$ cat config.mk
export PLATFORM = sky130hd
export DESIGN_NAME = rc4_ram
export DESIGN_NICKNAME = d
export VERILOG_FILES = /design/src/sv/rc4_ram.sv
export SDC_FILE = /design/constraint.sdc
export NUM_CORES = 2
export LEC_CHECK = 0
export BUFFER_PORTS_ARGS = -buffer_cell sky130_fd_sc_hd__buf_2
export CAP_MARGIN = 10
export CORE_MARGIN = 2
export CORE_UTILIZATION = 50
export DETAILED_ROUTE_END_ITERATION = 6
export HOLD_SLACK_MARGIN = 0.12
export PLACE_DENSITY_LB_ADDON = 0.2
export SLEW_MARGIN = 10
export SYNTH_ARGS = -nofsm -noshare
export SYNTH_HDL_FRONTEND = slang
export SYNTH_SLANG_ARGS = --single-unit
$ cat constraint.sdc
create_clock -name i_clk -period 6.35 [get_ports i_clk]
set_input_delay 0.9525 -clock i_clk [delete_from_list [all_inputs] [get_ports i_clk]]
set_output_delay 0.9525 -clock i_clk [all_outputs]
set_load 0.02 [all_outputs]
$ cat src/sv/rc4_ram.sv
// Simple dual-port RAM: one write port, one registered read port
module rc4_ram #(
    parameter int DEPTH = 256,
    parameter int WIDTH = 8
) (
    input  logic                     i_clk,
    input  logic                     i_we,
    input  logic [$clog2(DEPTH)-1:0] i_waddr,
    input  logic [WIDTH-1:0]         i_wdata,
    input  logic [$clog2(DEPTH)-1:0] i_raddr,
    output logic [WIDTH-1:0]         o_rdata
);

    logic [WIDTH-1:0] r_mem [DEPTH];
    logic [WIDTH-1:0] r_rdata;

    always_ff @(posedge i_clk) begin
        if (i_we) begin
            r_mem[i_waddr] <= i_wdata;
        end
        r_rdata <= r_mem[i_raddr];
    end

    assign o_rdata = r_rdata;

endmodule

==> impl_metrics.tcl <==
set metrics [dict create \
    required_ns 7.02 \
    ys_ff_latch 2056 \
    syn_inst 3733 \
    die_width_um 402.9 \
    htree_levels 4 \
    grt_usage 0.2429 \
    design.core.area_mm2 0.1582 \
    post_cts_resized 0 \
    tritoncts "built" \
    skew_ns 0.03691 \
    ys_warn_count 0 \
    synth_ff_type "edfxtp_1" \
    synth_edf_count 2048 \
    grt_pass1_vias 38550 \
    drive_above_1_share 0.2179 \
    crit_fanout 39 \
    grt_max_degree 166 \
    grt_first_pass_wirelength_um 282000 \
    antenna_found_initial 8 \
    first_pass_iters 7 \
    post-place-ws_ns 1.558 \
    p_sw_frac 0.2135 \
    crit_path_start_kind "input port" \
    synth_cell_types 55 \
    placed_cell_area_mm2 0.08197 \
    finalHoldViolations 0 \
    pin_count 34 \
    cp_top_family "buffers and inverters" \
    max-cap-violations 0 \
    async_reset_ff_frac 0 \
    p_int_mw 21.94 \
    p_seq_frac 0.538 \
    r2r-end "o_rdata[5]" \
    crit_path_end_kind "register" \
    tns_ns 0 \
    clk_pin_slew_worst_paths_ns 0.07 \
    fin_util 0.5586 \
    whs_endpoint "r_mem[70][1]" \
    cts_setup_buffers 0 \
    hpwl_um 117600 \
    cts.sink_count 2056 \
    finalSetupViolCount 0 \
    worst_ep_arrival_time_ns 4.59 \
    setup_slack_ns 2.431 \
    worst_slew_pin_slew_ns 1.212 \
    fin_hold_ws_ns 0.5987 \
    fmax_ghz 0.2552 \
    r2r_slack_ns 3.35 \
    peakVddDrop_mv 0.2890 \
    min_period_over_period 0.6171 \
    whs_path_depth 1 \
    start_util 0.5029 \
    std_cell_rows 146 \
    gr-total-overflow 0 \
    drt_wl_total_um 196500 \
    status "complete, but fails checks" \
    cts_hold_buf 0 \
    path_common_cell "buf_4" \
    hold_path_class "input port to register" \
    drtAntennaViolNets 0 \
    die_height_um 402.9 \
    wl_per_cell_um 32.36 \
    synth_area_mm2 0.07956 \
    critPathMaxStageDelay_ns 1.03 \
    leakagePower_nw 27.06 \
    stdcell_area_mm2 0.08836 \
    clockRootBuffer "clkbuf_16" \
    r2r-start "r_mem[82][5]" \
    synth_area_per_cell_um2 21.31 \
    numCtsBuffers 202 \
    dr_total_vias 38740 \
    clk_path_buf_depth 3 \
    crit_chain "buf_8 > buf_12 > buf_4 > buf_4 > mux4_2 > o22ai_1 > nor3_1 > nor4_1 > nor4_2" \
    rsz0062_at_grt "no" \
    drc 1 \
    gp_congestion 0.8289 \
    p_comb_frac 0.048 \
    numPortBuffers 33 \
    clkPwrFrac 0.414 \
    violations "DRC" \
    areaGrowthSynthToFinish_pct 11.07 \
    cp_num_buf_inv 4 \
    clkLatencyLatePin_ns 0.83 \
    period_minus_slack_ns 3.919 \
    fin_nets 3859 \
    relSlewSlack 0.1920 \
    syn_nets 3759 \
    drtIter0Drc 5092 \
    path_class "input port to register" \
    rr_worst_depth 6 \
    holdCritStartpoint "i_wdata[1]" \
    power_switching_mw 5.953 \
    drv_slew 0 \
    yosysSeqAreaShare 0.7750 \
    p_per_area_mw_per_mm2 315.6 \
    drt-vias-per-instance 6.379 \
    cpMaxStageDelayCell "nor4_1" \
    die-area_mm2 0.1623 \
]
==> cell usage after synthesis (3+ instances only) <==
cell type / count / area, um2
and2_1: 6 / 37.54
clkbuf_1: 111 / 416.7
nand2b_1: 8 / 50.05
nand3_1: 34 / 170.2
mux4_2: 454 / 10220
nor3_1: 22 / 110.1
a21oi_1: 96 / 480.5
buf_2: 31 / 155.2
a221oi_1: 13 / 113.9
dfxtp_1: 8 / 160.2
nor2_1: 282 / 1059
o22a_1: 5 / 43.79
nand4_1: 10 / 62.56
or2_2: 4 / 25.02
buf_4: 27 / 202.7
nor4_2: 3 / 37.54
a22oi_1: 133 / 998.5
o211ai_1: 10 / 75.07
edfxtp_1: 2048 / 61500
mux2i_1: 134 / 1341
a22o_1: 8 / 70.07
o221ai_1: 46 / 402.9
o32ai_1: 4 / 35.03
o21ai_0: 10 / 50.05
buf_1: 22 / 82.58
buf_6: 21 / 236.5
nor2b_1: 31 / 193.9
a211oi_1: 16 / 120.1
nand2_1: 33 / 123.9
nor4_1: 24 / 150.1
buf_8: 13 / 195.2
buf_12: 8 / 160.2
o22ai_1: 28 / 175.2
==> through the flow <==
step                cells  power, mW
floorplan            3733      16.00
global placement     5700      16.61
detailed placement   5700      16.62
CTS                  6069      28.05
global route         6071      28.61
finish               6073      27.89
==> worst register-to-register path, stage by stage, from the launching register on <==
cell and delay [ns]:
edfxtp_1 0.36, mux4_2 0.52, a22o_1 0.26, a221oi_1 0.80, o32ai_1 0.24, nor3_1 0.49
nor4_1 0.16
==> worst max path at each step <==
| stage | start | end | slack (ns) | depth (start not counted) |
|---|---|---|---|---|
| floorplan | i_raddr[0] | o_rdata[2] | 3.46 | 9 |
| global placement | i_raddr[0] | o_rdata[0] | 1.58 | 9 |
| detailed placement | i_raddr[0] | o_rdata[0] | 1.56 | 9 |
| CTS | i_raddr[0] | o_rdata[0] | 2.45 | 9 |
| global route | i_raddr[0] | o_rdata[0] | 2.32 | 9 |
| finish | i_raddr[0] | o_rdata[2] | 2.43 | 9 |
==> cell usage in the layout (no fill, tap or decap), drive strengths merged, types with 4 or more instances in the layout <==
master / n
a2111oi: 5
a211oi: 16
a21oi: 96
a221oi: 14
a22o: 8
a22oi: 133
and2: 6
buf: 129
bufinv: 14
clkbuf: 254
clkinv: 94
clkinvlp: 4
dfxtp: 8
edfxtp: 2048
inv: 5
mux2i: 134
mux4: 456
nand2: 33
nand2b: 8
nand3: 34
nand4: 10
nor2: 282
nor2b: 31
nor3: 22
nor4: 27
o211ai: 10
o21ai: 12
o221ai: 47
o22a: 5
o22ai: 28
o32ai: 5
or2: 4
==> layout make-up <==
| class | instances | area [um2] |
|---|---|---|
| diodes | 3 | 7.507 |
| clock buffers | 254 | 5356 |
| well taps | 2072 | 2592 |
| flip-flops and latches | 2056 | 61660 |
| fillers | 11800 | 69840 |
| repair buffers | 129 | 1217 |
| clock inverters | 115 | 1001 |
| inverters | 2 | 7.507 |
| multi-input cells | 1442 | 16520 |
==> flip-flops by register name (all words and copies together) (netlist names) <==
| name | flops |
|---|---|
| r_mem | 2048 |
| o_rdata | 8 |
==> per-layer routing <==
metal  wire [um]  GRT usage  share of wire
met5          72          0        0.00037
met4        4791    0.06380          0.024
met3       18340    0.05333          0.093
met2       91600     0.3674           0.47
met1       81730     0.3622           0.42
==> logic make-up after synthesis <==
family / Yosys count / share of synthesized area
buffers and inverters: 235 / 0.01831
flip-flops: 2056 / 0.7750
multiplexers: 591 / 0.1462
AO/OA/AOI/OAI: 385 / 0.03419
AND/OR/NAND/NOR: 466 / 0.02628
==> power groups by stage <==
stage	clock, mW	sequential (mW)	combinational (mW)
after detailed placement	0	15.3	1.34
final	11.6	15.0	1.33
after global routing	12.2	15.0	1.40
after floorplan	0	15.3	0.727
after CTS	11.7	15.0	1.34
after global placement	0	15.3	1.32
Power figures use the tool's default switching activity.
